$ cat config.mk
export PLATFORM = sky130hd
export DESIGN_NAME = dns_header_question_parser_top
export DESIGN_NICKNAME = d
export VERILOG_FILES = /design/src/design/dhqp_pkg.sv /design/src/design/dhqp_front.sv /design/src/design/dhqp_queue.sv /design/src/design/dhqp_back.sv /design/src/design/dns_header_question_parser_top.sv
export SDC_FILE = /design/constraint.sdc
export NUM_CORES = 1
export LEC_CHECK = 0
export BUFFER_PORTS_ARGS = -buffer_cell sky130_fd_sc_hd__clkbuf_2
export CAP_MARGIN = 20
export CORE_ASPECT_RATIO = 0.5
export CORE_UTILIZATION = 61
export CTS_CLUSTER_SIZE = 14
export DETAILED_ROUTE_END_ITERATION = 10
export HOLD_SLACK_MARGIN = 0.03
export PLACE_DENSITY = 0.78
export SETUP_SLACK_MARGIN = 0.1
export SLEW_MARGIN = 30
export SYNTH_ARGS = -nofsm -noshare
export SYNTH_HDL_FRONTEND = slang
export SYNTH_HIERARCHICAL = 1
export SYNTH_SLANG_ARGS = --single-unit
$ cat constraint.sdc
create_clock -name i_clk -period 8 [get_ports i_clk]
set_input_delay 0 -clock i_clk [delete_from_list [all_inputs] [get_ports i_clk]]
set_output_delay 0 -clock i_clk [all_outputs]
set_load 0.01 [all_outputs]
$ cat src/design/dhqp_pkg.sv
// ----------------------------------------------------------------------------
// dhqp_pkg
// Shared types and constants of the DNS header and question parser.
// ----------------------------------------------------------------------------
`default_nettype none

package dhqp_pkg;

    // default limit on the question name length
    localparam int MAX_NAME_DEF = 256;

    // width of the name length check sum (covers the default name limit)
    localparam int SUM_W = 10;

    // queue between parser front and output back
    localparam int QUEUE_DEPTH = 4;
    localparam int QPTR_W      = $clog2(QUEUE_DEPTH);
    localparam int QCNT_W      = $clog2(QUEUE_DEPTH + 1);

    // last header byte index and type/class byte count of a message
    localparam logic [15:0] HEADER_LAST_IDX = 16'd11;
    localparam logic [2:0]  TYPE_CLASS_BYTES = 3'd4;

    // output word width: 154 payload bits padded to whole bytes
    localparam int OUT_W = 160;

    // summary status codes
    typedef enum logic [1:0] {
        ST_OK_QUESTION = 2'd0,
        ST_OK_NO_QUEST = 2'd1,
        ST_SHORT_HDR   = 2'd2,
        ST_TRUNCATED   = 2'd3
    } t_status;

    // parse phase of the current message
    typedef enum logic [2:0] {
        PH_HEADER = 3'd0,
        PH_LEN    = 3'd1,
        PH_DATA   = 3'd2,
        PH_TRAIL  = 3'd3,
        PH_DONE   = 3'd4,
        PH_SKIP   = 3'd5
    } t_phase;

    // end-of-message summary
    typedef struct packed {
        logic [15:0] ident;
        logic [15:0] hdr_flags;
        logic [15:0] question_count;
        logic [15:0] answer_count;
        logic [15:0] authority_count;
        logic [15:0] additional_count;
        logic [15:0] query_type;
        logic [15:0] query_class;
        t_status     status;
        logic [15:0] packet_length;
    } t_summary;

    // one queue entry: an optional name character, then an optional summary
    typedef struct packed {
        logic       has_char;
        logic [7:0] name_char;
        logic       has_sum;
        t_summary   sum;
    } t_entry;

endpackage

`default_nettype wire

$ cat src/design/dhqp_front.sv
// ----------------------------------------------------------------------------
// dhqp_front
// Byte parser: tracks header, name labels and type/class, one byte a cycle
// while bytes are accepted, and pushes character and summary work into the queue.
// ----------------------------------------------------------------------------
`default_nettype none

module dhqp_front #(
    parameter int MAX_NAME = dhqp_pkg::MAX_NAME_DEF
) (
    input  wire logic             i_clk,
    input  wire logic             i_rst_n,
    input  wire logic             i_accept,
    input  wire logic [7:0]       i_byte,
    input  wire logic             i_last,
    output dhqp_pkg::t_entry      o_entry,
    output logic                  o_push
);

    localparam int NL_W = $clog2(MAX_NAME);
    localparam logic [7:0] DOT = 8'h2E;
    localparam logic [dhqp_pkg::SUM_W-1:0] LIMIT = dhqp_pkg::SUM_W'(MAX_NAME);

    // parser state
    logic [15:0]       r_byte_count, n_byte_count;
    logic [15:0]       r_hdr [6];
    logic [15:0]       n_hdr [6];
    dhqp_pkg::t_phase  r_phase, n_phase;
    logic [7:0]        r_label_rem, n_label_rem;
    logic [NL_W-1:0]   r_name_len, n_name_len;
    logic [31:0]       r_tc, n_tc;
    logic [2:0]        r_trail_cnt, n_trail_cnt;
    logic              r_failed, n_failed;

    logic [dhqp_pkg::SUM_W-1:0] len_sum;
    logic                       too_long;
    logic [2:0]                 widx;

    // name length check for a new label
    assign len_sum  = dhqp_pkg::SUM_W'(r_name_len) + dhqp_pkg::SUM_W'(i_byte)
                      + dhqp_pkg::SUM_W'(1);
    assign too_long = (len_sum >= LIMIT);
    assign widx     = r_byte_count[3:1];

    // next state
    always_comb begin
        n_byte_count = (r_byte_count == 16'hFFFF) ? r_byte_count : r_byte_count + 16'd1;
        n_hdr        = r_hdr;
        n_phase      = r_phase;
        n_label_rem  = r_label_rem;
        n_name_len   = r_name_len;
        n_tc         = r_tc;
        n_trail_cnt  = r_trail_cnt;
        n_failed     = r_failed;
        case (r_phase)
            dhqp_pkg::PH_HEADER: begin
                if (!r_byte_count[0]) begin
                    n_hdr[widx] = {i_byte, 8'h00};
                end else begin
                    n_hdr[widx] = {r_hdr[widx][15:8], i_byte};
                end
                if (r_byte_count == dhqp_pkg::HEADER_LAST_IDX) begin
                    n_phase = (r_hdr[2] != 16'd0) ? dhqp_pkg::PH_LEN : dhqp_pkg::PH_SKIP;
                end
            end
            dhqp_pkg::PH_LEN: begin
                if (i_byte == 8'd0) begin
                    if (r_name_len == '0) begin
                        n_failed = 1'b1;
                        n_phase  = dhqp_pkg::PH_SKIP;
                    end else begin
                        n_phase  = dhqp_pkg::PH_TRAIL;
                    end
                end else if (too_long) begin
                    n_failed = 1'b1;
                    n_phase  = dhqp_pkg::PH_SKIP;
                end else begin
                    n_name_len  = len_sum[NL_W-1:0];
                    n_label_rem = i_byte;
                    n_phase     = dhqp_pkg::PH_DATA;
                end
            end
            dhqp_pkg::PH_DATA: begin
                n_label_rem = r_label_rem - 8'd1;
                if (r_label_rem == 8'd1) begin
                    n_phase = dhqp_pkg::PH_LEN;
                end
            end
            dhqp_pkg::PH_TRAIL: begin
                n_tc        = {r_tc[23:0], i_byte};
                n_trail_cnt = r_trail_cnt + 3'd1;
                if (n_trail_cnt >= dhqp_pkg::TYPE_CLASS_BYTES) begin
                    n_phase = dhqp_pkg::PH_DONE;
                end
            end
            default: begin
            end
        endcase
    end

    // queue entry built from the updated state
    always_comb begin
        o_entry = '0;
        // dot before every label but the first, or a label character
        if (r_phase == dhqp_pkg::PH_LEN && i_byte != 8'd0 && !too_long
            && r_name_len != '0) begin
            o_entry.has_char  = 1'b1;
            o_entry.name_char = DOT;
        end else if (r_phase == dhqp_pkg::PH_DATA) begin
            o_entry.has_char  = 1'b1;
            o_entry.name_char = i_byte;
        end
        // summary on the last byte
        o_entry.has_sum           = i_last;
        o_entry.sum.packet_length = n_byte_count;
        if (n_phase == dhqp_pkg::PH_HEADER) begin
            o_entry.sum.status = dhqp_pkg::ST_SHORT_HDR;
        end else begin
            o_entry.sum.ident            = n_hdr[0];
            o_entry.sum.hdr_flags        = n_hdr[1];
            o_entry.sum.question_count   = n_hdr[2];
            o_entry.sum.answer_count     = n_hdr[3];
            o_entry.sum.authority_count  = n_hdr[4];
            o_entry.sum.additional_count = n_hdr[5];
            if (n_hdr[2] == 16'd0) begin
                o_entry.sum.status = dhqp_pkg::ST_OK_NO_QUEST;
            end else if (!n_failed && n_phase == dhqp_pkg::PH_DONE) begin
                o_entry.sum.status      = dhqp_pkg::ST_OK_QUESTION;
                o_entry.sum.query_type  = n_tc[31:16];
                o_entry.sum.query_class = n_tc[15:0];
            end else begin
                o_entry.sum.status = dhqp_pkg::ST_TRUNCATED;
            end
        end
        o_push = i_accept && (o_entry.has_char || i_last);
    end

    // state registers, cleared at reset and after each last byte
    always_ff @(posedge i_clk) begin
        if (!i_rst_n || (i_accept && i_last)) begin
            r_byte_count <= '0;
            for (int i = 0; i < 6; i++) begin
                r_hdr[i] <= '0;
            end
            r_phase     <= dhqp_pkg::PH_HEADER;
            r_label_rem <= '0;
            r_name_len  <= '0;
            r_tc        <= '0;
            r_trail_cnt <= '0;
            r_failed    <= 1'b0;
        end else if (i_accept) begin
            r_byte_count <= n_byte_count;
            r_hdr        <= n_hdr;
            r_phase      <= n_phase;
            r_label_rem  <= n_label_rem;
            r_name_len   <= n_name_len;
            r_tc         <= n_tc;
            r_trail_cnt  <= n_trail_cnt;
            r_failed     <= n_failed;
        end
    end

endmodule

`default_nettype wire

$ cat src/design/dhqp_queue.sv
// ----------------------------------------------------------------------------
// dhqp_queue
// Short FIFO of parser entries between the front and the output back.
// ----------------------------------------------------------------------------
`default_nettype none

module dhqp_queue (
    input  wire logic              i_clk,
    input  wire logic              i_rst_n,
    input  wire logic              i_push,
    input  wire dhqp_pkg::t_entry  i_entry,
    output logic                   o_full,
    output logic                   o_valid,
    output dhqp_pkg::t_entry       o_entry,
    input  wire logic              i_pop
);

    dhqp_pkg::t_entry                r_mem [dhqp_pkg::QUEUE_DEPTH];
    logic [dhqp_pkg::QPTR_W-1:0]     r_wr_ptr;
    logic [dhqp_pkg::QPTR_W-1:0]     r_rd_ptr;
    logic [dhqp_pkg::QCNT_W-1:0]     r_count;

    assign o_full  = (r_count == dhqp_pkg::QCNT_W'(dhqp_pkg::QUEUE_DEPTH));
    assign o_valid = (r_count != '0);
    assign o_entry = r_mem[r_rd_ptr];

    // storage
    always_ff @(posedge i_clk) begin
        if (i_push) begin
            r_mem[r_wr_ptr] <= i_entry;
        end
    end

    // pointers and fill count
    always_ff @(posedge i_clk) begin
        if (!i_rst_n) begin
            r_wr_ptr <= '0;
            r_rd_ptr <= '0;
            r_count  <= '0;
        end else begin
            if (i_push) begin
                r_wr_ptr <= r_wr_ptr + 1'b1;
            end
            if (i_pop) begin
                r_rd_ptr <= r_rd_ptr + 1'b1;
            end
            if (i_push && !i_pop) begin
                r_count <= r_count + 1'b1;
            end else if (!i_push && i_pop) begin
                r_count <= r_count - 1'b1;
            end
        end
    end

endmodule

`default_nettype wire

$ cat src/design/dhqp_back.sv
// ----------------------------------------------------------------------------
// dhqp_back
// Output stage: turns queue entries into output words, a character word
// first and then a summary word, through a registered output.
// ----------------------------------------------------------------------------
`default_nettype none

module dhqp_back (
    input  wire logic                       i_clk,
    input  wire logic                       i_rst_n,
    input  wire logic                       i_valid,
    input  wire dhqp_pkg::t_entry           i_entry,
    output logic                            o_pop,
    output logic                            o_tvalid,
    input  wire logic                       i_tready,
    output logic [dhqp_pkg::OUT_W-1:0]      o_tdata,
    output logic                            o_tlast
);

    logic                          r_valid;
    logic                          r_last;
    logic [dhqp_pkg::OUT_W-1:0]    r_data;
    logic                          r_char_done;

    logic                          load;
    logic                          emit_char;
    logic [dhqp_pkg::OUT_W-1:0]    n_data;

    assign load      = i_valid && (!r_valid || i_tready);
    assign emit_char = i_entry.has_char && !r_char_done;
    // an entry leaves once its final word is loaded
    assign o_pop     = load && (!emit_char || !i_entry.has_sum);

    // word packing, first field in the lowest bits
    always_comb begin
        if (emit_char) begin
            n_data = {{(dhqp_pkg::OUT_W-8){1'b0}}, i_entry.name_char};
        end else begin
            n_data = {6'd0,
                      i_entry.sum.packet_length,
                      i_entry.sum.status,
                      i_entry.sum.query_class,
                      i_entry.sum.query_type,
                      i_entry.sum.additional_count,
                      i_entry.sum.authority_count,
                      i_entry.sum.answer_count,
                      i_entry.sum.question_count,
                      i_entry.sum.hdr_flags,
                      i_entry.sum.ident,
                      8'd0};
        end
    end

    // output register and entry progress
    always_ff @(posedge i_clk) begin
        if (!i_rst_n) begin
            r_valid     <= 1'b0;
            r_char_done <= 1'b0;
        end else begin
            if (load) begin
                r_valid     <= 1'b1;
                r_char_done <= emit_char && i_entry.has_sum;
            end else if (i_tready) begin
                r_valid <= 1'b0;
            end
        end
    end

    always_ff @(posedge i_clk) begin
        if (load) begin
            r_data <= n_data;
            r_last <= !emit_char;
        end
    end

    assign o_tvalid = r_valid;
    assign o_tdata  = r_data;
    assign o_tlast  = r_last;

endmodule

`default_nettype wire

$ cat src/design/dns_header_question_parser_top.sv
// ----------------------------------------------------------------------------
// dns_header_question_parser_top
// DNS message header and first-question parser on byte streams.
// ----------------------------------------------------------------------------
// Input: one payload byte per word on s_axis (tdata[7:0]); s_axis_tlast marks
// the final byte of a message. Output on m_axis: a name character word
// (m_axis_tlast low, character in tdata[7:0]) for each character or dot of the
// first question name, and one summary word per message (m_axis_tlast high)
// with header words, query type and class, status and byte count.
// Throughput: one byte per cycle while the queue is not full. A byte gives at
// most two output words (a character or dot, then a summary); the output side
// drains one word per cycle while the receiver is ready, so such an entry stays
// in the four-entry queue until both its words are loaded.
// A word goes from the parser into the queue at the accept edge and then into
// the output register before it appears on m_axis.
// Reset clears the parser state, empties the queue and drops m_axis_tvalid.
// When the receiver stalls, the output word holds; the queue fills and then
// s_axis_tready goes low until space frees.
// ----------------------------------------------------------------------------
`default_nettype none

module dns_header_question_parser_top #(
    parameter int MAX_NAME = dhqp_pkg::MAX_NAME_DEF
) (
    input  wire logic                       i_clk,
    input  wire logic                       i_rst_n,
    input  wire logic                       s_axis_tvalid,
    output logic                            s_axis_tready,
    input  wire logic [7:0]                 s_axis_tdata,   // [7:0] data_byte
    input  wire logic                       s_axis_tlast,
    output logic                            m_axis_tvalid,
    input  wire logic                       m_axis_tready,
    // [7:0] name_char, [23:8] ident, [39:24] hdr_flags, [55:40] question_count,
    // [71:56] answer_count, [87:72] authority_count, [103:88] additional_count,
    // [119:104] query_type, [135:120] query_class, [137:136] status,
    // [153:138] packet_length, [159:154] zero
    output logic [dhqp_pkg::OUT_W-1:0]      m_axis_tdata,
    output logic                            m_axis_tlast    // kind
);

    logic              accept;
    logic              q_full;
    logic              push;
    dhqp_pkg::t_entry  f_entry;
    logic              q_valid;
    dhqp_pkg::t_entry  q_entry;
    logic              pop;

    assign s_axis_tready = !q_full;
    assign accept        = s_axis_tvalid && s_axis_tready;

    // parser front
    dhqp_front #(
        .MAX_NAME (MAX_NAME)
    ) u_front (
        .i_clk    (i_clk),
        .i_rst_n  (i_rst_n),
        .i_accept (accept),
        .i_byte   (s_axis_tdata),
        .i_last   (s_axis_tlast),
        .o_entry  (f_entry),
        .o_push   (push)
    );

    // decoupling queue
    dhqp_queue u_queue (
        .i_clk   (i_clk),
        .i_rst_n (i_rst_n),
        .i_push  (push),
        .i_entry (f_entry),
        .o_full  (q_full),
        .o_valid (q_valid),
        .o_entry (q_entry),
        .i_pop   (pop)
    );

    // output back
    dhqp_back u_back (
        .i_clk    (i_clk),
        .i_rst_n  (i_rst_n),
        .i_valid  (q_valid),
        .i_entry  (q_entry),
        .o_pop    (pop),
        .o_tvalid (m_axis_tvalid),
        .i_tready (m_axis_tready),
        .o_tdata  (m_axis_tdata),
        .o_tlast  (m_axis_tlast)
    );

endmodule

`default_nettype wire

## After elaboration in Yosys (flattened, before gate mapping)

Memories as Yosys holds them, arrays and structs flattened. A register that Yosys moved wholly into a read port is not among the register bits.
Index checks and enable logic that the tools add are counted.

| storage, ports and cells | value |
|---|---|
| register bits after elaboration | 337 |
| RAM bits | 624 |
| input port bits | 13 |
| output and inout port bits | 163 |
| word-level logic and storage cells | 134 |
| memories kept | 1 |

| cells by class | value |
|---|---|
| add/subtract/negate cells | 9 |
| magnitude comparators | 4 |
| equal/unequal tests | 10 |
| muxes and demuxes | 42 |
| bitwise operators | 3 |
| reductions and logical operators | 43 |

Memories:

| name | depth | width | read ports | clocked after memory_dff | write ports | line | source |
|---|---|---|---|---|---|---|---|
| u_queue.r_mem | 4 | 156 | 1 | 1 | 1 | dhqp_queue.sv:18 | `dhqp_pkg::t_entry r_mem [dhqp_pkg::QUEUE_DEPTH];` |

Operators by type and width:

| cell | number |
|---|---|
| 96-bit bitwise mux | 2 |
| 96-bit 2-to-1 mux | 2 |
| 128-bit 2-to-1 mux | 1 |
| 32-bit 2-to-1 mux | 3 |
| 16-bit 2-to-1 mux | 4 |
| 16-bit binary-select mux with 3-bit select | 1 |
| 16-bit demux with 3-bit select | 1 |
| 3-bit 2-to-1 mux | 9 |
| 9-bit 2-to-1 mux | 2 |
| 16-bit by 1-bit adder with 16-bit output, second input constant | 1 |
| 16-bit equality test, second input constant | 1 |
| 16-bit by 4-bit equality test with 1-bit output, second input constant | 1 |
| 16-bit logical NOT | 1 |
| 8-bit logical NOT | 2 |
| 8-bit 2-to-1 mux | 2 |
| 8-bit case mux with 2 select lines | 1 |
| 16-bit nonzero test | 1 |
| 8-bit nonzero test | 2 |
| 1-bit logical AND | 14 |
| 3-bit case mux with 4 select lines | 1 |
| 10-bit by 1-bit adder with 10-bit output, second input constant | 1 |
| 10-bit by 9-bit >= comparator with 1-bit output, second input constant | 1 |
| 1-bit logical NOT | 10 |
| 2-bit 2-to-1 mux | 5 |
| other kinds (22) | 42 |

## Logic depth before layout (Yosys ltp)

| logic depth | value |
|---|---|
| depth in word-level cells | 13 |
| mapped depth | 18 |
| gate-level depth less buffers | 17 |

## Modules after synthesis

Netlist, hierarchy kept.

By module, submodules not included:

| module | instances | cells an instance | area an instance (sq um) | seq. area each (sq um) |
|---|---|---|---|---|
| dhqp_queue | 1 | 858 | 23,114.7 | 18,918.1 |
| dhqp_front | 1 | 1,400 | 9,715.6 | 3,343.2 |
| dhqp_back | 1 | 345 | 5,947.0 | 4,694.5 |
| dns_header_question_parser_top | 1 | 2 | 10.0 | 0.0 |

## Least setup slack after synthesis

Ideal clock, no wire load.

| path | value |
|---|---|
| path type | reg2reg |
| start | register u_front.r_name_len[0] |
| end | memory u_queue/r_mem[0][0] (netlist name), enable pin |
| library setup time | 0.534 ns |
| arrival time | 5.775 ns |
| data required time | 7.466 ns |
| setup slack | 1.691 ns |
| cell stages (with the launch flop) | 13 |
| buffers on the path | 0 |
| period minus slack after synthesis | 6.309 ns |
| cell sequence | dfxtp_1 inv_1 ha_1 inv_1 fa_1 a21oi_1 nand3b_1 a21oi_2 nor3_2 and2_1 or2_2 o21a_1 and2_1 |

RTL lines:

| element | line | source |
|---|---|---|
| start: declaration | dhqp_front.sv:30 | `logic [NL_W-1:0] r_name_len, n_name_len;` |
| start signal: assignment | dhqp_front.sv:156 | `r_name_len <= n_name_len;` |
| end: declaration | dhqp_queue.sv:18 |  |

==> results by group <==
Critical path
  – CP max stage cell: buf_4
  – R2R Setup Slk: 3380 ps
  – Reg2reg path depth: 13
  – CP Max Fanout: 50
  – Critical path launch point type: flop
  – Critical Path Sink Type: flop
  – Data required, critical path: between 8000 and 9000 ps
  – Critical R2R Launch: u_front/r_name_len[0]$_SDFFE_PP0P_
  – Reg2reg end: u_queue/r_mem[1][22]$_DFFE_PP_
  – Arrival time at the worst endpoint: 4870 ps
  – CP dominant cell by count: inv_1
  – Crit-path max cell delay: 740 ps
  – Crit-path cells: inv_1 -> ha_1 -> inv_1 -> fa_1 -> a21oi_1 -> nand3b_1 -> a21oi_2 -> nor3_2 -> and2_1 -> or2_2 -> o21a_1 -> and2_4 -> buf_4
  – Setup CP Type: reg -> reg

Die
  – Chip height: 180 um
  – Die Wd: about 360 um
  – Core area: 62000 sq um
  – Starting Density: 62.6%
  – Row count: 64
  – Die Area: 64700 sq um
  – I/O pins: 176

Placement
  – Port bufs: 169
  – Hpwl dp: 49.5 mm
  – Gp weighted congestion: 0.920

Global route
  – Largest net degree at the start of global routing: 157
  – Initial antenna violation count: 0
  – Total GRT Usage: 26.2%
  – First-pass GRT wire length: roughly 130 mm
  – Vias in the first global route: 22000
  – Global route overflow: 0

Synthesis
  – YS warnings: 6
  – Synthesized area: ~39000 sq um
  – Post-Syn Instances: 2605
  – Avg Cell Area, Syn: 14.9 sq um
  – Synth top area share: between 60% and 70%
  – Largest cells by area after synthesis: edfxtp_1 60%, dfxtp_1 9.2%, mux4_2 9.1%
  – Most frequent cells after synthesis: 779 x edfxtp_1, 317 x nor2_1, 233 x nand2_1, 187 x a21oi_1, 178 x dfxtp_1
  – Ys flop type: edfxtp_1
  – Yosys reg bits: 957
  – Synth area leader: edfxtp_1
  – Post-synthesis cell type count: approximately 70
  – Post-synth EDFFs: 779
  – FFs w/ async S/R, synth: 0%
  – Post-synthesis sequential area ratio: 69.5%
  – Most common cell in the netlist: edfxtp_1

Hold path
  – Hold depth: 5
  – Worst min path class: in -> reg
  – Sink of the worst hold path: u_front/r_hdr[58]$_SDFFE_PP0P_
  – HP Start: s_axis_tvalid

Cells and area
  – Multi-input gate area: 10700 sq um
  – Antenna cell count: 0
  – Layout Nets: 2775
  – Register area: 27000 sq um
  – Fin util: 69.0%
  – Share of layout cells above drive strength 1: 19.4%
  – Fill cell count: 4020
  – Area grow syn2layout: 10.2%

Clocking
  – Reg clk slew, reported paths: 70 ps
  – Clock sink total: 957
  – Num CTS Buffers: 83
  – Post-CTS sizing: 0
  – Skew-Pair Late Insertion Delay: 630 ps
  – CTS tree: done
  – Htree depth: 3
  – Clock Path Buffers: 3
  – Root Driver: clkbuf_16

Drt
  – Initial DRT Pass Iterations: 6
  – Drt drc: 0
  – First DRT Iteration DRCs: 2612
  – Vias per cell: 6.14
  – Avg WL per Cell: 23.1 um
  – Routed vias: 22300
  – Final wirelength: between 80 and 90 mm
  – Routed Antenna Nets: 0

STA
  – Achievable Freq: 0.216 GHz
  – RSZ-0062 raised after global routing: no
  – Worst Max-Slew Pin Slew: ~1000 ps
  – Endpoints failing hold: 0
  – Max-slew headroom at the worst pin: 32.0%
  – Setup TNS: 0 ps
  – Fin crit period: 4620 ps
  – Fin crit share: slightly below 60%
  – Max Slew Vio Count: 0
  – Worst clock skew: 33.6 ps
  – # setup viols final: 0

Run
  – Max cap viols: 0

Status
  – Status: finished clean

Power
  – Maximum VDD drop: 0.000215 V
  – Pwr/cell area: 298 nW/um^2
  – Leak: 14.1 nW
## worst max path at each step
stage                                        from  slack (ps)                               to
2_1_floorplan  u_front/r_name_len[0]$_SDFFE_PP0P_        1690    u_queue/r_mem[0][0]$_DFFE_PP_
3_3_place_gp                      s_axis_tdata[0]        3550  u_queue/r_mem[1][147]$_DFFE_PP_
3_5_place_dp                      s_axis_tdata[0]        3380  u_queue/r_mem[1][147]$_DFFE_PP_
4_1_cts        u_front/r_name_len[0]$_SDFFE_PP0P_        3430   u_queue/r_mem[1][22]$_DFFE_PP_
5_1_grt                           s_axis_tdata[0]        3090   u_queue/r_mem[1][22]$_DFFE_PP_
6_report       u_front/r_name_len[0]$_SDFFE_PP0P_        3380   u_queue/r_mem[1][22]$_DFFE_PP_
## report_power, final
part | total (W) | internal [W] | switching [W]
clock network | 0.00386 | 0.00215 | 0.00171
registers | 0.00638 | 0.00615 | 0.000231
logic | 0.00247 | 0.00104 | 0.00144
total | 0.0127 | 0.00934 | 0.00338
## placed cells by master (no fill, tap or decap), types with 5 or more instances in the layout
cell type	instances
a21oi_2	31
a31oi_1	6
nor2b_1	15
inv_1	21
nor2_1	317
nor4_1	10
a22oi_1	35
a21oi_1	187
mux2_2	11
buf_4	29
clkbuf_2	169
clkbuf_16	87
and3_1	9
dlygate4sd3_1	12
and2_4	5
or3_1	9
nand3b_1	6
clkbuf_8	8
clkinv_2	8
mux2i_1	38
nand2_1	229
edfxtp_1	779
a211oi_1	20
xor2_1	13
nand3_1	36
conb_1	6
o21ai_0	20
ha_1	17
clkbuf_1	42
and2_1	169
xnor2_1	15
dfxtp_1	176
mux4_2	156
nand4_1	5
nor3_1	13
## area by class of cell
| class | instances | area share [%] |
|---|---|---|
| Multi-Input combinational cell | 1459 | 25.1 |
| Clock buffer | 137 | 5.72 |
| Tap cell | 825 | 2.41 |
| Inverter | 23 | 0.205 |
| Sequential cell | 957 | 63.1 |
| Timing Repair Buffer | 219 | 3.18 |
| Clock inverter | 15 | 0.304 |
## sequential cells by signal, summed over array words and instances (netlist names), named ones only
name and count:
u_front/r_name_len 8, u_front/r_hdr 96, u_back/r_char_done 1, u_back/o_tlast 1, u_queue/r_mem 624, u_back/o_tvalid 1
u_front/r_tc 32, u_queue/r_count 3, u_front/r_label_rem 8, u_front/r_trail_cnt 3, u_back/o_tdata 154, u_front/r_byte_count 16
u_front/r_phase 3, u_queue/r_rd_ptr 2, u_queue/r_wr_ptr 2, u_front/r_failed 1
## worst max-delay path, delay by kind of cell (launching register included)
family	cells	cell delay, ps
buffers and inverters	3	840
DFF	1	320
AOI/OAI and AO/OA	3	580
adders and majority gates	2	540
and+or+nand+nor	5	1800
## repair_timing
action                                 CTS  global route
buffers inserted                         0             0
hold buffers                            12             0
endpoints found under the hold margin   55             0
## per-stage QoR
stage,setup WS (ps),std cells,hold slack (ps),total power [W],instance area [sq um]
4_1_cts,3430,3631,112,0.0128,42600
2_1_floorplan,1690,2610,122,0.00829,38800
6_report,3380,3635,152,0.0127,42700
3_5_place_dp,3380,3467,287,0.00897,39900
3_3_place_gp,3550,3467,269,0.00891,39900
5_1_grt,3090,3635,154,0.0132,42700
## routing by layer
metal | share of wire, % | wire, um | GRT usage [%] | vias to the layer above
met5 | 0 | 0 | 0 | -
met4 | 2.0 | 1640 | 6.53 | 0
met3 | 8.8 | 7360 | 5.86 | 131
met2 | 48 | 40300 | 41.0 | 961
met1 | 41 | 34700 | 37.9 | 11300
li1 | - | - | - | 9938
## kinds of logic (layout without fill, tap and decap cells)
| family | after synthesis | count (layout) | share of synthesized area, % |
|---|---|---|---|
| adders and majority gates | 19 | 19 | 0.652 |
| buffers and inverters | 194 | 394 | 3.07 |
| AOI/OAI and AO/OA | 347 | 347 | 5.58 |
| DFF | 957 | 957 | 69.5 |
| other | 1 | 6 | 0.00967 |
| muxes | 205 | 205 | 10.4 |
| xor gates and xnor gates | 28 | 28 | 0.632 |
| and+or+nand+nor | 854 | 854 | 10.2 |
Power figures use the tool's default switching activity.
